### src/design/kfpv_pkg.sv
// Shared types, constants and saturation helpers for the two-state Kalman filter.
// Used by every module of the block; depends on nothing.
package kfpv_pkg;

  localparam int DATA_W    = 32;
  localparam int FRAC_BITS = 16;
  localparam int DT_W      = 24;
  localparam int MEAS_W    = 16;
  localparam int GAIN_W    = FRAC_BITS + 1;
  localparam int PROD_W    = 2 * DATA_W;
  localparam int MRES_W    = PROD_W - FRAC_BITS + 1;  // signed rounded product
  localparam int SUM_W     = MRES_W + 1;
  localparam int APB_ADDR_W = 5;
  localparam int APB_DATA_W = 32;
  localparam int REG_IDX_W  = 3;
  localparam int CNT_W      = $clog2(FRAC_BITS);

  localparam logic [GAIN_W-1:0] ONE = GAIN_W'(1) << FRAC_BITS;

  localparam logic signed [SUM_W-1:0] SMAX =
    {{(SUM_W-DATA_W+1){1'b0}}, {(DATA_W-1){1'b1}}};
  localparam logic signed [SUM_W-1:0] SMIN =
    {{(SUM_W-DATA_W+1){1'b1}}, {(DATA_W-1){1'b0}}};
  localparam logic signed [SUM_W-1:0] UMAX =
    {{(SUM_W-DATA_W){1'b0}}, {DATA_W{1'b1}}};

  localparam logic [DATA_W-1:0] RST_INIT_POS  = 32'd262144000;
  localparam logic [DATA_W-1:0] RST_INIT_VEL  = 32'd18350080;
  localparam logic [DATA_W-1:0] RST_INIT_PVAR = 32'd26214400;
  localparam logic [DATA_W-1:0] RST_INIT_VVAR = 32'd1638400;
  localparam logic [DATA_W-1:0] RST_POS_NOISE = 32'd40960000;
  localparam logic [DATA_W-1:0] RST_VEL_NOISE = 32'd2359296;
  localparam logic [DT_W-1:0]   RST_TIME_STEP = 24'd65536;
  localparam logic [DATA_W-1:0] RST_ACCEL     = 32'd131072;

  typedef enum logic [REG_IDX_W-1:0] {
    REG_INIT_POS,
    REG_INIT_VEL,
    REG_INIT_PVAR,
    REG_INIT_VVAR,
    REG_POS_NOISE,
    REG_VEL_NOISE,
    REG_TIME_STEP,
    REG_ACCEL
  } kfpv_reg_e;

  typedef enum logic [2:0] {
    ST_IDLE,
    ST_MUL,
    ST_WB,
    ST_SUMX,
    ST_DIV,
    ST_DWAIT,
    ST_DONE
  } kfpv_state_t;

  typedef enum logic [3:0] {
    OP_DT2,
    OP_DT2H,
    OP_M1,
    OP_M2,
    OP_M3,
    OP_PVP,
    OP_CORR,
    OP_T1A,
    OP_T1B,
    OP_T2A,
    OP_T2B
  } kfpv_op_t;

  typedef struct packed {
    logic [DATA_W-1:0] init_position;
    logic [DATA_W-1:0] init_velocity;
    logic [DATA_W-1:0] init_position_variance;
    logic [DATA_W-1:0] init_velocity_variance;
    logic [DATA_W-1:0] position_noise;
    logic [DATA_W-1:0] velocity_noise;
    logic [DT_W-1:0]   time_step;
    logic [DATA_W-1:0] acceleration;
  } kfpv_cfg_t;

  typedef struct packed {
    logic              start;
    logic              neg;
    logic              half;   // shift by FRAC_BITS+1 instead of FRAC_BITS
    logic [DATA_W-1:0] a;
    logic [DATA_W-1:0] b;
  } kfpv_mul_req_t;

  typedef struct packed {
    logic              start;
    logic [DATA_W-1:0] p;
    logic [DATA_W-1:0] r;
  } kfpv_div_req_t;

  typedef struct packed {
    logic              done;
    logic [GAIN_W-1:0] q;
  } kfpv_div_rsp_t;

  typedef struct packed {
    logic [DATA_W-1:0] est_position;
    logic [DATA_W-1:0] est_velocity;
    logic [DATA_W-1:0] position_var;
    logic [DATA_W-1:0] velocity_var;
    logic [GAIN_W-1:0] position_gain;
    logic [GAIN_W-1:0] velocity_gain;
    logic              saturated;
  } kfpv_result_t;

  typedef struct packed {
    logic              clip;
    logic [DATA_W-1:0] value;
  } kfpv_sat_t;

  function automatic kfpv_sat_t sat_s(input logic signed [SUM_W-1:0] v);
    kfpv_sat_t r;
    r.clip  = 1'b0;
    r.value = v[DATA_W-1:0];
    if (v > SMAX) begin
      r.clip  = 1'b1;
      r.value = SMAX[DATA_W-1:0];
    end else if (v < SMIN) begin
      r.clip  = 1'b1;
      r.value = SMIN[DATA_W-1:0];
    end
    return r;
  endfunction

  // caller passes a non-negative value
  function automatic kfpv_sat_t sat_u(input logic signed [SUM_W-1:0] v);
    kfpv_sat_t r;
    r.clip  = 1'b0;
    r.value = v[DATA_W-1:0];
    if (v > UMAX) begin
      r.clip  = 1'b1;
      r.value = UMAX[DATA_W-1:0];
    end
    return r;
  endfunction

endpackage

### src/design/kfpv_regs.sv
// APB configuration register file of the Kalman filter.
// Depends on kfpv_pkg for the register map and the config struct.
module kfpv_regs (
  input  logic                                 clk,
  input  logic                                 rst,
  input  logic                                 psel,
  input  logic                                 penable,
  input  logic                                 pwrite,
  input  logic [kfpv_pkg::APB_ADDR_W-1:0]      paddr,
  input  logic [kfpv_pkg::APB_DATA_W-1:0]      pwdata,
  output logic [kfpv_pkg::APB_DATA_W-1:0]      prdata,
  output logic                                 pready,
  output kfpv_pkg::kfpv_cfg_t                  cfg
);

  kfpv_pkg::kfpv_reg_e idx;
  logic                wr;

  assign idx    = kfpv_pkg::kfpv_reg_e'(paddr[kfpv_pkg::APB_ADDR_W-1:2]);
  assign wr     = psel && penable && pwrite;
  assign pready = 1'b1;

  always_ff @(posedge clk) begin
    if (rst) begin
      cfg.init_position          <= kfpv_pkg::RST_INIT_POS;
      cfg.init_velocity          <= kfpv_pkg::RST_INIT_VEL;
      cfg.init_position_variance <= kfpv_pkg::RST_INIT_PVAR;
      cfg.init_velocity_variance <= kfpv_pkg::RST_INIT_VVAR;
      cfg.position_noise         <= kfpv_pkg::RST_POS_NOISE;
      cfg.velocity_noise         <= kfpv_pkg::RST_VEL_NOISE;
      cfg.time_step              <= kfpv_pkg::RST_TIME_STEP;
      cfg.acceleration           <= kfpv_pkg::RST_ACCEL;
    end else if (wr) begin
      case (idx)
        kfpv_pkg::REG_INIT_POS:  cfg.init_position          <= pwdata;
        kfpv_pkg::REG_INIT_VEL:  cfg.init_velocity          <= pwdata;
        kfpv_pkg::REG_INIT_PVAR: cfg.init_position_variance <= pwdata;
        kfpv_pkg::REG_INIT_VVAR: cfg.init_velocity_variance <= pwdata;
        kfpv_pkg::REG_POS_NOISE: cfg.position_noise         <= pwdata;
        kfpv_pkg::REG_VEL_NOISE: cfg.velocity_noise         <= pwdata;
        kfpv_pkg::REG_TIME_STEP: cfg.time_step              <= pwdata[kfpv_pkg::DT_W-1:0];
        kfpv_pkg::REG_ACCEL:     cfg.acceleration           <= pwdata;
        default: ;
      endcase
    end
  end

  always_comb begin
    case (idx)
      kfpv_pkg::REG_INIT_POS:  prdata = cfg.init_position;
      kfpv_pkg::REG_INIT_VEL:  prdata = cfg.init_velocity;
      kfpv_pkg::REG_INIT_PVAR: prdata = cfg.init_position_variance;
      kfpv_pkg::REG_INIT_VVAR: prdata = cfg.init_velocity_variance;
      kfpv_pkg::REG_POS_NOISE: prdata = cfg.position_noise;
      kfpv_pkg::REG_VEL_NOISE: prdata = cfg.velocity_noise;
      kfpv_pkg::REG_TIME_STEP: prdata = kfpv_pkg::APB_DATA_W'(cfg.time_step);
      kfpv_pkg::REG_ACCEL:     prdata = cfg.acceleration;
      default:                 prdata = '0;
    endcase
  end

endmodule

### config.mk
export PLATFORM = sky130hd
export DESIGN_NAME = kfpv_regs
export DESIGN_NICKNAME = d
export VERILOG_FILES = /design/src/design/kfpv_pkg.sv /design/src/design/kfpv_regs.sv
export SDC_FILE = /design/constraint.sdc
export NUM_CORES = 1
export LEC_CHECK = 0
export BUFFER_PORTS_ARGS = -buffer_cell sky130_fd_sc_hd__buf_2
export CORE_MARGIN = 2
export CORE_UTILIZATION = 47
export CTS_BUF_LIST = sky130_fd_sc_hd__clkbuf_8
export DETAILED_ROUTE_END_ITERATION = 8
export PLACE_DENSITY = 0.77
export SLEW_MARGIN = 20
export SYNTH_ARGS = -nofsm -noshare
export SYNTH_HDL_FRONTEND = slang
export SYNTH_SLANG_ARGS = --single-unit
### constraint.sdc
create_clock -name clk -period 1.3 [get_ports clk]
set_clock_uncertainty 0.15 [all_clocks]
set_input_delay 0 -clock clk [delete_from_list [all_inputs] [get_ports clk]]
set_output_delay 0 -clock clk [all_outputs]
set_load 0.005 [all_outputs]
======== Word-level counts from Yosys, hierarchy flattened ========
Index checks and enable logic that the tools add are counted.
word-level totals
  register bits after elaboration ......... 248
  bits in latches ......................... 0
  bits in writable memories ............... 0
  memory bits (read-only) ................. 0
  bits of input ports ..................... 42
  logic and storage cells ................. 27
  memories kept ........................... 0
cells by class
  add/subtract/negate cells ............... 0
  multiply operators ...................... 0
  div/mod/pow operators ................... 0
  $lt $le $gt $ge ......................... 0
  equal/unequal tests ..................... 7
  shift-type cells ........................ 0
  mux-type cells .......................... 1
  bitwise operators ....................... 0
  reductions and logical operators ........ 11
operator list
  cell                                            number
  one-hot mux 32 bit (8 select lines)             1
  AND reduction 2 bit                             8
  == test 3 bit (second input constant)           4
  == test 3 x 2 -> 1 bit (second input constant)  2
  == test 3 x 1 -> 1 bit (second input constant)  1
  zero test 3 bit                                 1
  logical AND 1 bit                               2

======== Longest topological paths before layout ========
Gate-level depths: netlist of run 1.
  word-level depth ........................ 3
  mapped depth ............................ 7
  depth with buffers taken out ............ 4

======== Worst setup path after synthesis of run 1 ========
Ideal clock, no wire load.
  path type ............................... input to register
  start ................................... input port paddr[3] (netlist bit)
  end ..................................... register cfg[206] (netlist bit)
  arrival ................................. 1.002 ns
  slack ................................... 0.016 ns
  stages .................................. 6
  buffers on the path ..................... 2
  cells stage by stage .................... nand4b_2 or2_2 clkbuf_1 clkbuf_1 nand2_1 a21oi_1
between the ends
  word-level cells in the longest chain between the ends .. 2
ends and longest elaborated chain
  element                               line             RTL
  from (decl)                           kfpv_regs.sv:9   input logic [kfpv_pkg::APB_ADDR_W-1:0] paddr,
  == test 3 x 1 -> 1 bit                kfpv_regs.sv:34  case (idx)
  AND reduction 2 bit (no source line)  -
  to (decl)                             kfpv_regs.sv:13  output kfpv_pkg::kfpv_cfg_t cfg
No other way between the ends.
A chain may end at the register's enable or synchronous reset.

======== Worst setup path in the final report of run 1 ========
  start ................................... register cfg[157] (netlist bit)
  end ..................................... output port prdata[5] (netlist bit)
between the ends
  word-level cells in the longest chain between the ends .. 1
ends and longest elaborated chain
  element                              line             RTL
  one-hot mux 32 bit (8 select lines)  kfpv_regs.sv:49  case (idx)
  to (decl)                            kfpv_regs.sv:11  output logic [kfpv_pkg::APB_DATA_W-1:0] prdata,
No other way between the ends.

==> reports/qor.yml, run 1 <==
worst_setup_path:
  worst-setup-path-type: "reg -> out"
  crit_arrival_ns: 1.61
  end_kind: "output port"
  critical_path_peak_fanout: 3
  cp.required_ns: 1.15
  crit_path_start_kind: "flip-flop"
layout:
  drive_gt1_frac: 0.383
  fin_nets: 1844
  stdcell_count: 2113
  area_delta_synth_final_pct: 41.1
  top_register: "cfg"
  largest_reg_flops: 248
  reg_top3: "cfg x248"
  antenna_cells: 0
floorplanning:
  core_region_area_sq_um: 22600
  die_x_um: 155
  io_pins: 323
  die_y_um: 155
  floorplan.initialDensity: 0.477
  dieArea_sq_um: 24100
  rows: 55
grt:
  grt_pass1_wl_um: 62400
  overflow: 0
  antenna_found_initial: 0
  grt_pass1_vias: 11300
  grt_max_degree: 60
  groute.usage.overall: 0.330
sta:
  period_share: 1.35
  setup_slack_ns: -0.461
  max_freq_mhz: 568
  drv_slew: 0
  setup_violations: 33
  rsz0062_at_grt: "true"
  finalHoldViolCount: 1
  fin_crit_ns: 1.76
  slew_headroom: 0.406
  whs_ns: -0.0119
  tightest_slew_ns: 0.889
detailed_routing:
  drt_iter0_markers: 1114
  viasPerCell: 5.75
  drt-pass1-iter-count: 9
  via_count: 12200
  finalWirelength_um: 42200
  detail_route.wl_per_cell_um: 20.0
  drtAntennaViolNets: 0
  drc: 0
synth:
  synth_cell_types: 37
  synth_area_leader_cell: "dfxtp_1"
  seq_area_frac_synth: 0.461
  ys_ff_latch: 248
  synthesis.nets: 1451
  synth_top_area_frac: 0.461
  syn_inst: 1409
  yosysWarningCount: 0
  synth_area_leaders: "dfxtp_1 46%, nand2_1 18%, a21oi_1 11%"
  syn_area_sq_um: 10800
  synth.avg_cell_area_sq_um: 7.64
cts:
  cts-root-buf: "clkbuf_8"
  clk_pin_slew_worst_paths_ns: 0.06
  clock_latency_ns: 0.51
  clock_path_buffers: 3
  cts_inserted_buffers: 40
  cts.sinks: 248
  cts_tree: "done"
  h-tree-depth: 2
pwr:
  power_density_nw_per_um2: 1040
  ir_worst_vdd_mv: 0.769
  leakage_nw: 6.60
flow_run:
  maxCapViolCount: 0
placement:
  hpwl_um: 27000
  io_buffers: 319
  dp.cells: 1966
  place_ws_ns: -0.685
  gp_congestion: 0.875
run_status:
  violations: "negative hold slack, negative setup slack"
  status: "finished with violations"
min_path:
  hp-class: "in -> reg"
[logic make-up after synthesis]
family,count (synthesis),share of synthesized area
compound gates,316,0.173
buf+inv,163,0.0680
flops,248,0.461
mux,61,0.0650
other cells,1,0.000348
simple gates,620,0.233
[report_power, final]
part | internal (mW) | switching [mW]
combinational | 0.584 | 0.877
clock | 3.63 | 3.01
sequential | 7.66 | 0.0491
total | 11.9 | 3.93
[repair_timing]
action,CTS,global route
setup buffers,34,13
endpoints found under the setup margin,32,35
hold endpoints to repair,248,0
gates resized for setup,118,64
pin swaps,37,33
hold buffers,33,0
[cells in the mapped netlist (all sizes together)]
master	n
a211o	8
a21oi	234
a221oi	37
a222oi	1
a22oi	3
buf	79
clkbuf	59
conb	1
dfxtp	248
inv	25
mux2	1
mux2i	53
mux4	7
nand2	504
nand2b	2
nand3	2
nand3b	22
nand4	1
nand4b	1
nor2	69
nor2b	6
nor3	4
o21a	1
o21ai	3
o221ai	1
o22a	1
o22ai	7
o2bb2ai	19
o311a	1
or2	6
or3	3
[worst max-delay path, cell delays in order (launching register included)]
cell,delay (ns)
dfxtp_2,0.33
mux4_2,0.50
nand2_2,0.08
a21oi_2,0.06
buf_2,0.12
[area by class of cell]
type,instances,area [sq um]
Tap cell,285,357
Fill cell,1799,7380
Inverter,25,93.8
Clock inverter,18,95.1
Timing Repair Buffer,489,3390
Clock buffer,50,688
Sequential cell,248,5100
Multi-Input combinational cell,998,5470
[cells in the final DEF (no fill, tap or decap), drive strengths merged, types with 2 or more instances in the layout]
master / Yosys / layout
nor2b: 6 / 6
or2: 6 / 6
nand3: 2 / 2
o2bb2ai: 19 / 19
a221oi: 37 / 37
a21oi: 234 / 234
dlygate4sd3: 0 / 33
nand2: 504 / 504
inv: 25 / 41
nand2b: 2 / 2
clkbuf: 59 / 50
mux4: 7 / 7
dfxtp: 248 / 248
nor3: 4 / 4
o21ai: 3 / 3
a211o: 8 / 8
nor2: 69 / 69
mux2i: 53 / 53
a22oi: 3 / 3
buf: 79 / 456
nand3b: 22 / 22
or3: 3 / 3
o22ai: 7 / 7
[worst paths after layout]
check,from,end,slack [ns],depth (start not counted)
max reg2reg,cfg[175]$_SDFFE_PP1P_,cfg[175]$_SDFFE_PP1P_,0.34,3
max,cfg[157]$_SDFFE_PP0P_,prdata[5],-0.46,4
min reg2reg,cfg[212]$_SDFFE_PP0P_,cfg[212]$_SDFFE_PP0P_,0.31,2
min,paddr[2],cfg[175]$_SDFFE_PP1P_,-0.01,6
[layer usage]
| layer | share of wire | track usage | vias up |
|---|---|---|---|
| li1 | - | - | 5464 |
| met1 | 0.38 | 0.421 | 5708 |
| met2 | 0.47 | 0.539 | 834 |
| met3 | 0.11 | 0.0691 | 150 |
| met4 | 0.038 | 0.149 | 0 |
| met5 | 0 | 0 | - |
[per-stage QoR]
step / setup TNS (ns) / utilization / power [mW] / hold slack [ns] / cell area (sq um)
final: -12.18 / 0.673 / 15.8 / -0.0119 / 15200
after CTS: -12.70 / 0.659 / 15.8 / -0.0332 / 14900
after detailed placement: -83.25 / 0.586 / 9.12 / 0.165 / 13200
after global routing: -14.70 / 0.673 / 16.3 / 0.0255 / 15200
after floorplan: 0 / - / 8.55 / -0.0292 / 10800
after global placement: -75.50 / 0.586 / 9.10 / 0.155 / 13200
Note: power is estimated with default switching activity, not from simulation.
==> run 2: changes to the inputs <==
--- a/config.mk
+++ b/config.mk
@@ -10,7 +10,7 @@
 export CORE_UTILIZATION = 47
 export CTS_BUF_LIST = sky130_fd_sc_hd__clkbuf_8
 export DETAILED_ROUTE_END_ITERATION = 8
-export PLACE_DENSITY = 0.77
+export PLACE_DENSITY = 0.89
 export SLEW_MARGIN = 20
 export SYNTH_ARGS = -nofsm -noshare
 export SYNTH_HDL_FRONTEND = slang
==> run 2 against run 1 <==
  * The flow still finishes with violations (negative hold slack, negative setup slack)
  * Combinational power is 7% higher
  * Wire length is 8.6% higher
  * Via count is 6.4% higher
  * Worst setup slack lost 0.16 ns
  * Worst hold slack got worse by 0.021 ns
  * Die area did not move
  * Largest power group unchanged
  * Core utilization rose by 1.0 points
  * Register-to-register slack worse by 0.02 ns
  * Sequential cell count stayed put
  * Cell count increased by 1.0%
  * Maximum frequency shrank 8.3%
==> reports/qor.yml, run 2 (synthesis gave the netlist of run 1 again) <==
run_status:
  status: "finished with violations"
  violations: "negative hold slack, negative setup slack"
floorplanning:
  dieArea_sq_um: 24100  # unchanged
  floorplan.initialDensity: 0.477  # unchanged
  io_pins: 323  # unchanged
  die_x_um: 155  # unchanged
  die_y_um: 155  # unchanged
  core_region_area_sq_um: 22600  # unchanged
  rows: 55  # unchanged
sta:
  drv_slew: 0  # unchanged
  slew_headroom: 0.452  # +0.0466
  finalHoldViolCount: 9  # +8
  setup_slack_ns: -0.620  # -0.159 ns
  rsz0062_at_grt: "true"
  tightest_slew_ns: 0.821  # -0.0686 ns
  fin_crit_ns: 1.92  # +0.159 ns
  period_share: 1.48  # +0.122
  whs_ns: -0.0333  # -0.0214 ns
  setup_violations: 33  # unchanged
  max_freq_mhz: 521  # -8.3%
worst_setup_path:
  cpPeakStageDelay_ns: 0.35  # -0.15 ns
  path_buf_inv: 1  # unchanged
  worst-setup-path-type: "reg -> out"
  end_kind: "output port"
  cp.required_ns: 1.15  # about the same
  critical_path_peak_fanout: 2  # -1
  path_cells: "mux2i_1, o2bb2ai_1, a222oi_1, nor2_2, buf_2"
  crit_slowest_cell: "a222oi_1"
  crit_arrival_ns: 1.77  # +0.16 ns
  crit_family: "compound AO/OA/AOI/OAI gates"
  crit_path_start_kind: "flip-flop"
layout:
  final_cell_mix: "499 x nand2_1, 311 x buf_2, 227 x a21oi_1"
  final_cell_area_sq_um: 15400  # +1.5%
  post-route-util: 0.683  # +0.0102
  drive_gt1_frac: 0.402  # +0.0181
  top_register: "cfg"
  fin_nets: 1865  # +1.1%
  reg_top3: "cfg x248"
  largest_reg_flops: 248  # unchanged
  area_delta_synth_final_pct: 43.2
  stdcell_count: 2135  # +1.0%
  antenna_cells: 0  # unchanged
  mostFrequentLayoutCell: "nand2_1"
cts:
  h-tree-depth: 2  # unchanged
  clock_latency_ns: 0.53  # +0.02 ns
  cts_inserted_buffers: 41  # +2.5%
  clock_path_buffers: 3  # unchanged
  clk_pin_slew_worst_paths_ns: 0.06  # about the same
  cts_hold_buf: 33  # unchanged
  cts-root-buf: "clkbuf_8"
  cts_tree: "done"
  cts.sinks: 248  # unchanged
min_path:
  hp-class: "in -> reg"
detailed_routing:
  via_count: 12900  # +6.4%
  detail_route.wl_per_cell_um: 21.5  # +7.5%
  drtAntennaViolNets: 0  # unchanged
  drc: 0  # unchanged
  viasPerCell: 6.06  # +5.4%
  drt-pass1-iter-count: 6  # -3
  drt_iter0_markers: 1612  # +45%
  finalWirelength_um: 45800  # +8.6%
grt:
  overflow: 0  # unchanged
  grt_max_degree: 66  # +10%
  grt_pass1_vias: 12000  # +6.1%
  groute.usage.overall: 0.345  # +0.0147
  grt_pass1_wl_um: 65200  # +4.5%
  antenna_found_initial: 0  # unchanged
placement:
  hpwl_um: 28000  # +3.7%
  gp_congestion: 0.926  # +5.9%
  io_buffers: 319  # unchanged
  dp.cells: 1987  # +1.1%
  post_dp_cell_area_sq_um: 13400  # +1.4%
flow_run:
  maxCapViolCount: 0  # unchanged
pwr:
  power_density_nw_per_um2: 1050  # +0.60%
  ir_worst_vdd_mv: 0.832  # +8.3%
  finalPower_mw: 16.2  # +2.1%
  leakage_nw: 6.71  # +1.7%
==> run 2: worst paths after layout <==
kind / start / cells past startpoint / end / slack (ns)
worst min register to register: cfg[151]$_SDFFE_PP0P_ / 2 / cfg[151]$_SDFFE_PP0P_ / 0.31
worst max register to register: cfg[172]$_SDFFE_PP1P_ / 3 / cfg[172]$_SDFFE_PP1P_ / 0.32
worst max-delay path: cfg[25]$_SDFFE_PP0P_ / 5 / prdata[25] / -0.62
worst min-delay path: penable / 6 / cfg[169]$_SDFFE_PP0P_ / -0.03
==> run 2: metal layers <==
layer / routed length [um] / up-vias / global-route usage
li1: - / 5506 / -
met1: 15500 / 5883 / 0.407
met2: 21200 / 1219 / 0.558
met3: 6030 / 332 / 0.0880
met4: 3090 / 0 / 0.222
met5: 0 / - / 0
==> run 2: tightest hold or removal path, stage by stage <==
cell,delay (ns)
buf_2,0.14
nand4_4,0.14
nor3_4,0.06
buf_12,0.15
nand2_1,0.06
a21oi_1,0.05
==> run 2: area by class of cell <==
class,instances,area (sq um)
clock buffers,51,702
well taps,285,357
clock inverters,19,109
flip-flops and latches,248,5120
multi-input cells,998,5470
inverters,25,93.8
repair buffers,509,3570
fillers,1611,7150
==> run 2: what timing repair did <==
item / in CTS / in global routing
setup buffers: 37 / 10
gates resized for setup: 106 / 90
setup endpoints to repair: 32 / 34
endpoints found under the hold margin: 248 / 7
pin swaps: 38 / 35
==> run 2: through the flow <==
| step | setup TNS [ns] | worst slack (ns) |
|---|---|---|
| 6_report | -13.67 | -0.620 |
| 5_1_grt | -15.53 | -0.678 |
| 4_1_cts | -13.04 | -0.536 |
| 3_5_place_dp | -57.03 | -0.299 |
| 3_3_place_gp | -48.54 | -0.252 |
| 2_1_floorplan | 0 | 0.0158 |
==> run 2: where the power goes <==
group          switching, mW  internal, mW  leakage, nW
combinational          0.928         0.633         4.20
clock                   3.15          3.72        0.463
sequential            0.0528          7.66         2.05
total                   4.14          12.0         6.71
